==> src/design/bkv_pkg.sv <==
// ----------------------------------------------------------------------------
// bkv_pkg
// Shared constants and controller/datapath interface types for the brace
// key/value deframer.
// ----------------------------------------------------------------------------
package bkv_pkg;

    // Store geometry
    localparam int STORE_DEPTH      = 32;
    localparam int ADDR_W           = $clog2(STORE_DEPTH);
    localparam int CNT_W            = ADDR_W + 1;
    localparam int MAX_TEXT_LEN_DEF = 32;

    // Framing characters
    localparam logic [7:0] CH_OPEN  = 8'h7B;
    localparam logic [7:0] CH_CLOSE = 8'h7D;
    localparam logic [7:0] CH_COLON = 8'h3A;

    // Result kinds
    localparam logic [1:0] KIND_KEY   = 2'd0;
    localparam logic [1:0] KIND_VALUE = 2'd1;
    localparam logic [1:0] KIND_EMPTY = 2'd2;

    // Parse phases
    localparam logic [1:0] PH_WAIT  = 2'd0;
    localparam logic [1:0] PH_KEY   = 2'd1;
    localparam logic [1:0] PH_VALUE = 2'd2;

    // Controller to datapath commands
    typedef struct packed {
        logic start;     // clear both counts
        logic key_wr;    // store byte into key store
        logic val_wr;    // store byte into value store
        logic idx_clr;   // rewind emit index
        logic load_out;  // read stores and load the output register
        logic idx_inc;   // advance emit index
    } cmd_t;

    // Datapath to controller status
    typedef struct packed {
        logic key_full;
        logic val_full;
        logic out_last;
    } status_t;

endpackage

==> src/design/bkv_datapath.sv <==
// ----------------------------------------------------------------------------
// bkv_datapath
// Key and value byte stores with fill counts, the emit index and the
// registered result word.
// ----------------------------------------------------------------------------
module bkv_datapath #(
    parameter int MAX_TEXT_LEN = bkv_pkg::MAX_TEXT_LEN_DEF
) (
    input  logic            clk,
    input  logic            rst_n,
    input  bkv_pkg::cmd_t   cmd,
    input  logic [7:0]      rx_byte,
    output bkv_pkg::status_t status,
    output logic [1:0]      item_kind,
    output logic [7:0]      out_byte,
    output logic            last_of_message
);
    import bkv_pkg::*;

    logic [7:0]       key_mem [STORE_DEPTH];
    logic [7:0]       val_mem [STORE_DEPTH];

    logic [CNT_W-1:0] key_count_reg;
    logic [CNT_W-1:0] key_count_next;
    logic [CNT_W-1:0] value_count_reg;
    logic [CNT_W-1:0] value_count_next;
    logic [CNT_W-1:0] idx_reg;
    logic [CNT_W-1:0] idx_next;

    logic [1:0]       kind_reg;
    logic [7:0]       byte_reg;
    logic             last_reg;

    logic [CNT_W:0]   total;
    logic             in_key;
    logic [CNT_W-1:0] val_idx;
    logic             is_empty;
    logic             is_last;

    // Emit bookkeeping
    assign total    = {1'b0, key_count_reg} + {1'b0, value_count_reg};
    assign in_key   = idx_reg < key_count_reg;
    assign val_idx  = idx_reg - key_count_reg;
    assign is_empty = total == '0;
    assign is_last  = ({1'b0, idx_reg} + (CNT_W+1)'(1)) == total;

    assign status.key_full = key_count_reg >= CNT_W'(MAX_TEXT_LEN);
    assign status.val_full = value_count_reg >= CNT_W'(MAX_TEXT_LEN);
    assign status.out_last = last_reg;

    // Next values for counts and index
    always_comb
    begin
        key_count_next   = key_count_reg;
        value_count_next = value_count_reg;
        idx_next         = idx_reg;
        if (cmd.start)
        begin
            key_count_next   = '0;
            value_count_next = '0;
        end
        if (cmd.key_wr)
        begin
            key_count_next = key_count_reg + CNT_W'(1);
        end
        if (cmd.val_wr)
        begin
            value_count_next = value_count_reg + CNT_W'(1);
        end
        if (cmd.idx_clr)
        begin
            idx_next = '0;
        end
        else if (cmd.idx_inc)
        begin
            idx_next = idx_reg + CNT_W'(1);
        end
    end

    always_ff @(posedge clk or negedge rst_n)
    begin
        if (!rst_n)
        begin
            key_count_reg   <= '0;
            value_count_reg <= '0;
            idx_reg         <= '0;
        end
        else
        begin
            key_count_reg   <= key_count_next;
            value_count_reg <= value_count_next;
            idx_reg         <= idx_next;
        end
    end

    // Store writes and registered read into the result word
    always_ff @(posedge clk)
    begin
        if (cmd.key_wr)
        begin
            key_mem[key_count_reg[ADDR_W-1:0]] <= rx_byte;
        end
        if (cmd.val_wr)
        begin
            val_mem[value_count_reg[ADDR_W-1:0]] <= rx_byte;
        end
        if (cmd.load_out)
        begin
            if (is_empty)
            begin
                kind_reg <= KIND_EMPTY;
                byte_reg <= '0;
                last_reg <= 1'b1;
            end
            else if (in_key)
            begin
                kind_reg <= KIND_KEY;
                byte_reg <= key_mem[idx_reg[ADDR_W-1:0]];
                last_reg <= is_last;
            end
            else
            begin
                kind_reg <= KIND_VALUE;
                byte_reg <= val_mem[val_idx[ADDR_W-1:0]];
                last_reg <= is_last;
            end
        end
    end

    assign item_kind       = kind_reg;
    assign out_byte        = byte_reg;
    assign last_of_message = last_reg;

endmodule

==> src/design/bkv_ctrl.sv <==
// ----------------------------------------------------------------------------
// bkv_ctrl
// Parse phase tracking and the emit sequencer; issues commands to the
// datapath and drives both handshakes.
// ----------------------------------------------------------------------------
module bkv_ctrl (
    input  logic             clk,
    input  logic             rst_n,
    input  logic             in_valid,
    output logic             in_ready,
    input  logic [7:0]       rx_byte,
    output logic             out_valid,
    input  logic             out_ready,
    input  bkv_pkg::status_t status,
    output bkv_pkg::cmd_t    cmd
);
    import bkv_pkg::*;

    typedef enum logic [2:0] {
        ST_PARSE = 3'b001,
        ST_READ  = 3'b010,
        ST_SEND  = 3'b100
    } state_t;

    state_t     state_reg;
    state_t     state_next;
    logic [1:0] phase_reg;
    logic [1:0] phase_next;
    logic       in_xfer;
    logic       out_xfer;

    assign in_ready  = state_reg == ST_PARSE;
    assign out_valid = state_reg == ST_SEND;
    assign in_xfer   = in_valid && in_ready;
    assign out_xfer  = out_valid && out_ready;

    // Decode the received byte and sequence the emit run
    always_comb
    begin
        state_next = state_reg;
        phase_next = phase_reg;
        cmd        = '0;
        case (state_reg)
            ST_PARSE:
            begin
                if (in_xfer)
                begin
                    if (rx_byte == CH_OPEN)
                    begin
                        cmd.start  = 1'b1;
                        phase_next = PH_KEY;
                    end
                    else if (rx_byte == CH_CLOSE && phase_reg != PH_VALUE)
                    begin
                        phase_next = PH_WAIT;
                    end
                    else
                    begin
                        case (phase_reg)
                            PH_WAIT:
                            begin
                                phase_next = PH_WAIT;
                            end
                            PH_KEY:
                            begin
                                if (rx_byte == CH_COLON)
                                begin
                                    phase_next = PH_VALUE;
                                end
                                else if (!status.key_full)
                                begin
                                    cmd.key_wr = 1'b1;
                                end
                            end
                            PH_VALUE:
                            begin
                                if (rx_byte == CH_CLOSE)
                                begin
                                    phase_next  = PH_WAIT;
                                    cmd.idx_clr = 1'b1;
                                    state_next  = ST_READ;
                                end
                                else if (!status.val_full)
                                begin
                                    cmd.val_wr = 1'b1;
                                end
                            end
                            default:
                            begin
                                phase_next = PH_WAIT;
                            end
                        endcase
                    end
                end
            end
            ST_READ:
            begin
                cmd.load_out = 1'b1;
                state_next   = ST_SEND;
            end
            ST_SEND:
            begin
                if (out_xfer)
                begin
                    if (status.out_last)
                    begin
                        state_next = ST_PARSE;
                    end
                    else
                    begin
                        cmd.idx_inc = 1'b1;
                        state_next  = ST_READ;
                    end
                end
            end
            default:
            begin
                state_next = ST_PARSE;
            end
        endcase
    end

    always_ff @(posedge clk or negedge rst_n)
    begin
        if (!rst_n)
        begin
            state_reg <= ST_PARSE;
            phase_reg <= PH_WAIT;
        end
        else
        begin
            state_reg <= state_next;
            phase_reg <= phase_next;
        end
    end

endmodule

==> src/design/brace_key_value_deframer_core.sv <==
// ----------------------------------------------------------------------------
// brace_key_value_deframer_core
// Latency: a received byte is parsed and stored in the cycle it transfers.
// Throughput: one byte per cycle while parsing; a completed message emits
// its results one at a time, each by a store read and then an output transfer,
// during which no input is taken.
// Reset (rst_n, async, active low): parser waits for '{', counts cleared.
// ----------------------------------------------------------------------------
module brace_key_value_deframer_core #(
    parameter int MAX_TEXT_LEN = bkv_pkg::MAX_TEXT_LEN_DEF
) (
    input  logic       clk,
    input  logic       rst_n,
    input  logic       s_axis_tvalid,
    output logic       s_axis_tready,
    input  logic [7:0] s_axis_tdata,   // [7:0] rx_byte
    output logic       m_axis_tvalid,
    input  logic       m_axis_tready,
    output logic [7:0] m_axis_tdata,   // [7:0] out_byte
    output logic [1:0] m_axis_tuser,   // [1:0] item_kind
    output logic       m_axis_tlast    // last_of_message
);
    import bkv_pkg::*;

    cmd_t    cmd;
    status_t status;

    // Parser and emit sequencer
    bkv_ctrl u_ctrl (
        .clk       (clk),
        .rst_n     (rst_n),
        .in_valid  (s_axis_tvalid),
        .in_ready  (s_axis_tready),
        .rx_byte   (s_axis_tdata),
        .out_valid (m_axis_tvalid),
        .out_ready (m_axis_tready),
        .status    (status),
        .cmd       (cmd)
    );

    // Byte stores and result register
    bkv_datapath #(
        .MAX_TEXT_LEN (MAX_TEXT_LEN)
    ) u_datapath (
        .clk             (clk),
        .rst_n           (rst_n),
        .cmd             (cmd),
        .rx_byte         (s_axis_tdata),
        .status          (status),
        .item_kind       (m_axis_tuser),
        .out_byte        (m_axis_tdata),
        .last_of_message (m_axis_tlast)
    );

endmodule

==> config.mk <==
export PLATFORM = sky130hd
export DESIGN_NAME = brace_key_value_deframer_core
export DESIGN_NICKNAME = d
export VERILOG_FILES = /design/src/design/bkv_pkg.sv /design/src/design/bkv_datapath.sv /design/src/design/bkv_ctrl.sv /design/src/design/brace_key_value_deframer_core.sv
export SDC_FILE = /design/constraint.sdc
export NUM_CORES = 1
export LEC_CHECK = 0
export BUFFER_PORTS_ARGS = -buffer_cell sky130_fd_sc_hd__buf_2
export CORE_UTILIZATION = 55
export DETAILED_ROUTE_END_ITERATION = 8
export PLACE_DENSITY = 0.69
export SLEW_MARGIN = 20
export SYNTH_ARGS = -nofsm -noshare
export SYNTH_HDL_FRONTEND = slang
export SYNTH_SLANG_ARGS = --single-unit
==> constraint.sdc <==
create_clock -name clk -period 4.8 [get_ports clk]
set_clock_uncertainty 0.1 [all_clocks]
set_input_delay 0.24 -clock clk [delete_from_list [all_inputs] [get_ports clk]]
set_output_delay 0.24 -clock clk [all_outputs]
set_load 0.05 [all_outputs]
==> key figures <==
Outcome
  • Status: finished, final reports clean

STA
  • Setup tns final: 0 ns
  • Worst-Margin Slew: 1.01 ns
  • Final Hold Viols: 0
  • Max-slew violation count: 0
  • Fmax: around 230 MHz
  • Tmin final: about 4.3 ns
  • # setup viols final: 0
  • Final cycle utilization of the critical path: 88.9%
  • Slew margin rel.: between 30% and 40%
  • Worst hold slack: between 0.05 and 0.06 ns
  • RSZ-0062 raised after global routing: no
  • Final worst slack: 0.531 ns

Detailed routing
  • Detailed Route Iter0 Violations: 960
  • Pre-antenna DRT Iters: 6
  • Drt via density: ~6.3
  • Via count: 10800
  • # DRC: 0
  • Routed len/inst: roughly 27 µm
  • Antenna viol nets, final: 0
  • Final WL: 46100 µm

Yosys
  • XOR/XNOR Fraction of Synth Area: 0.755%
  • Sequential area share after synthesis: ~74%
  • Area contributors post-synth: edfxtp_1 71%, mux4_2 15%, dfrtp_1 2.5%
  • Adder-Cell Fraction of Synth Area: under 10%
  • Library cells used by synthesis: 60
  • Synthesized Nets: 1124
  • Synth async-reset ratio: between 4 and 5%
  • Yosys top cell area share: 71.2%
  • Compound-gate portion of the synthesized area: approximately 2.6%
  • Post-Syn Area: around 22000 µm²
  • Synth warn: 0
  • Average size of a mapped cell: between 20 and 25 µm²
  • Top_reg_cell synth: edfxtp_1
  • Mux cell area share after synthesis: roughly 16%
  • #FFs+latches synth: between 500 and 600
  • Largest family of logic cells by synthesized area: multiplexers
  • Post-synthesis simple-gate area fraction: 4.17%
  • Synth Instances: about 1100
  • Number of flops mapped to enable cells by yosys: 523
  • Cell accounting for the most synthesized area: edfxtp_1

Floorplan
  • Die Footprint: 40900 µm²
  • Core Area: between 30000 and 40000 µm²
  • Die width: a little over 200 µm
  • Die Ht: between 200 and 250 µm
  • I/O pin count: 25
  • Initial core utilization: between 50% and 60%
  • Row cnt: between 70 and 80

Flow run
  • Number of max-cap violations: 0

GRT
  • Vias in the first global route: 10900
  • GR Util All Layers: a little under a quarter
  • GRT overflow: 0
  • Initial antenna violation count: 0
  • Largest net degree at the start of global routing: 65
  • First-pass GRT wire length: between 70000 and 80000 µm

Worst setup path
  • Reg2Reg Depth: 10
  • CP required: about 5.0 ns
  • Crit. End Element: flop
  • CP Launch Type: flop
  • CP arrival: between 4 and 5 ns
  • Crit-path max FO: 25
  • Setup CP Type: flop to flop

Clocking
  • Sink Count: about 550
  • CTS Buf Count: 53
  • Post-CTS setup buffer count: 0
  • CTS tree: done
  • # resized after CTS: 0
  • Root Buffer: clkbuf_16
  • Reg clk slew, reported paths: roughly 0.06 ns
  • H-tree levels: 2
  • Cts hold-fix bufs: 4
  • Clock Tree Buf Depth: 3
  • Clock Latency Late Sink: roughly 0.60 ns

Final layout
  • Final nets: 1180
  • Layout cells sized above 1: 23.6%
  • # fillers: around 2700
  • Synthesis-to-layout area growth: 10.8%
  • N_diodes: 0

Power and ir drop
  • Sequential power share: 54.8%
  • Peak VDD IR: about 0.32 mV
  • Internal power: between 7 and 8 mW
  • Combinational Power Share: roughly 4.8%
  • Psw: approximately 2.0 mW
  • Power density over cell area: between 300 and 400 nW/µm²
  • Switching fraction of total power: 20.6%
  • P_leak: just under 8 nW
  • Clock Power Share: approximately two fifths

Placement
  • GP Congestion: 0.801
  • IO buf count: 24
  • DP Wirelength: 28800 µm
  • Pre-CTS setup slack: ~0.61 ns

Hold path
  • Worst Hold Class: input pin to async pin
final timing paths:
path / start / slack, ns / end
setup / recovery: u_datapath.idx_reg[0] / 0.53 / u_datapath.out_byte[3]
setup reg to reg: u_datapath.idx_reg[0] / 0.53 / u_datapath.out_byte[3]
min in group clk: s_axis_tdata[1] / 0.07 / u_ctrl.phase_reg[1]
max in group asynchronous: rst_n / 4.14 / u_datapath.idx_reg[0]
hold / removal: rst_n / 0.05 / u_datapath.idx_reg[2]
hold reg to reg: u_ctrl.phase_reg[0] / 0.48 / u_ctrl.phase_reg[0]
cells in the mapped netlist (all sizes together), types with 2 or more instances:
library cell / instances
a211oi: 8
a21o: 3
a21oi: 11
a22o: 4
a31oi: 2
a32o: 8
and3: 4
buf: 25
clkbuf: 24
dfrtp: 22
edfxtp: 523
fa: 2
ha: 21
inv: 15
mux2: 8
mux2i: 16
mux4: 144
nand2: 27
nand2b: 3
nand3: 17
nand3b: 5
nand4: 2
nand4b: 2
nand4bb: 2
nor2: 79
nor2b: 12
nor3: 3
nor3b: 3
nor4: 10
o211ai: 2
o21ai: 27
o22ai: 7
o31ai: 4
o41ai: 3
or2: 2
or3: 2
or4: 4
xnor2: 12
xor2: 7
power groups by stage:
stage               sequential (mW)  combinational (mW)  clock [mW]
finish                         5.24               0.458        3.87
global route                   5.24               0.497        4.09
CTS                            5.24               0.463        3.93
global placement               5.34               0.452           0
detailed placement             5.34               0.461           0
floorplan                      5.33               0.281           0
routing by layer:
layer	track usage (%)	routed length (µm)
met2	38.2	22900
met5	0	0
met4	7.55	1050
met1	33.7	18900
met3	3.60	3200
metrics by stage:
step	power (mW)	util (%)	instances	cell area, µm²
global route	9.82	62.5	1702	24400
global placement	5.79	58.3	1604	22800
finish	9.56	62.5	1702	24400
floorplan	5.61	-	1089	22000
CTS	9.63	62.5	1702	24400
detailed placement	5.80	58.3	1604	22800
worst max-delay path: stages (launching register included):
cell	delay [ns]
dfrtp_4	0.73
inv_1	0.15
ha_2	0.22
inv_1	0.08
fa_2	0.29
a211o_1	0.16
and3_1	0.21
o31a_1	0.81
nand4bb_1	0.55
o22ai_1	0.52
nor4_1	0.14
logic make-up after synthesis:
| kind of cell | count (synthesis) |
|---|---|
| xor gates and xnor gates | 19 |
| buffers and inverters | 64 |
| DFF | 546 |
| and+or+nand+nor | 183 |
| muxes | 168 |
| AOI/OAI and AO/OA | 86 |
| adders and majority gates | 23 |
placed cells by master (no fill, tap or decap), types with 15 or more instances in the layout:
cell,synthesis,routed
nand3_1,17,17
o21ai_0,20,20
buf_4,7,20
clkbuf_16,0,55
inv_1,15,15
mux2i_1,16,16
buf_2,11,24
nor2_1,78,78
edfxtp_1,523,523
dfrtp_1,22,20
ha_1,21,20
clkinv_1,0,18
nand2_1,27,27
mux4_2,144,144
cell type report:
cell class | instances | area, µm² | share of cell area [%]
Tap cell | 518 | 648 | 2.65
Sequential cell | 546 | 16300 | 66.7
Clock inverter | 28 | 174 | 0.712
Clock buffer | 66 | 1420 | 5.80
Multi-Input combinational cell | 479 | 5500 | 22.5
Timing Repair Buffer | 50 | 350 | 1.43
Inverter | 15 | 56.3 | 0.230
Note: power is estimated with default switching activity, not from simulation.
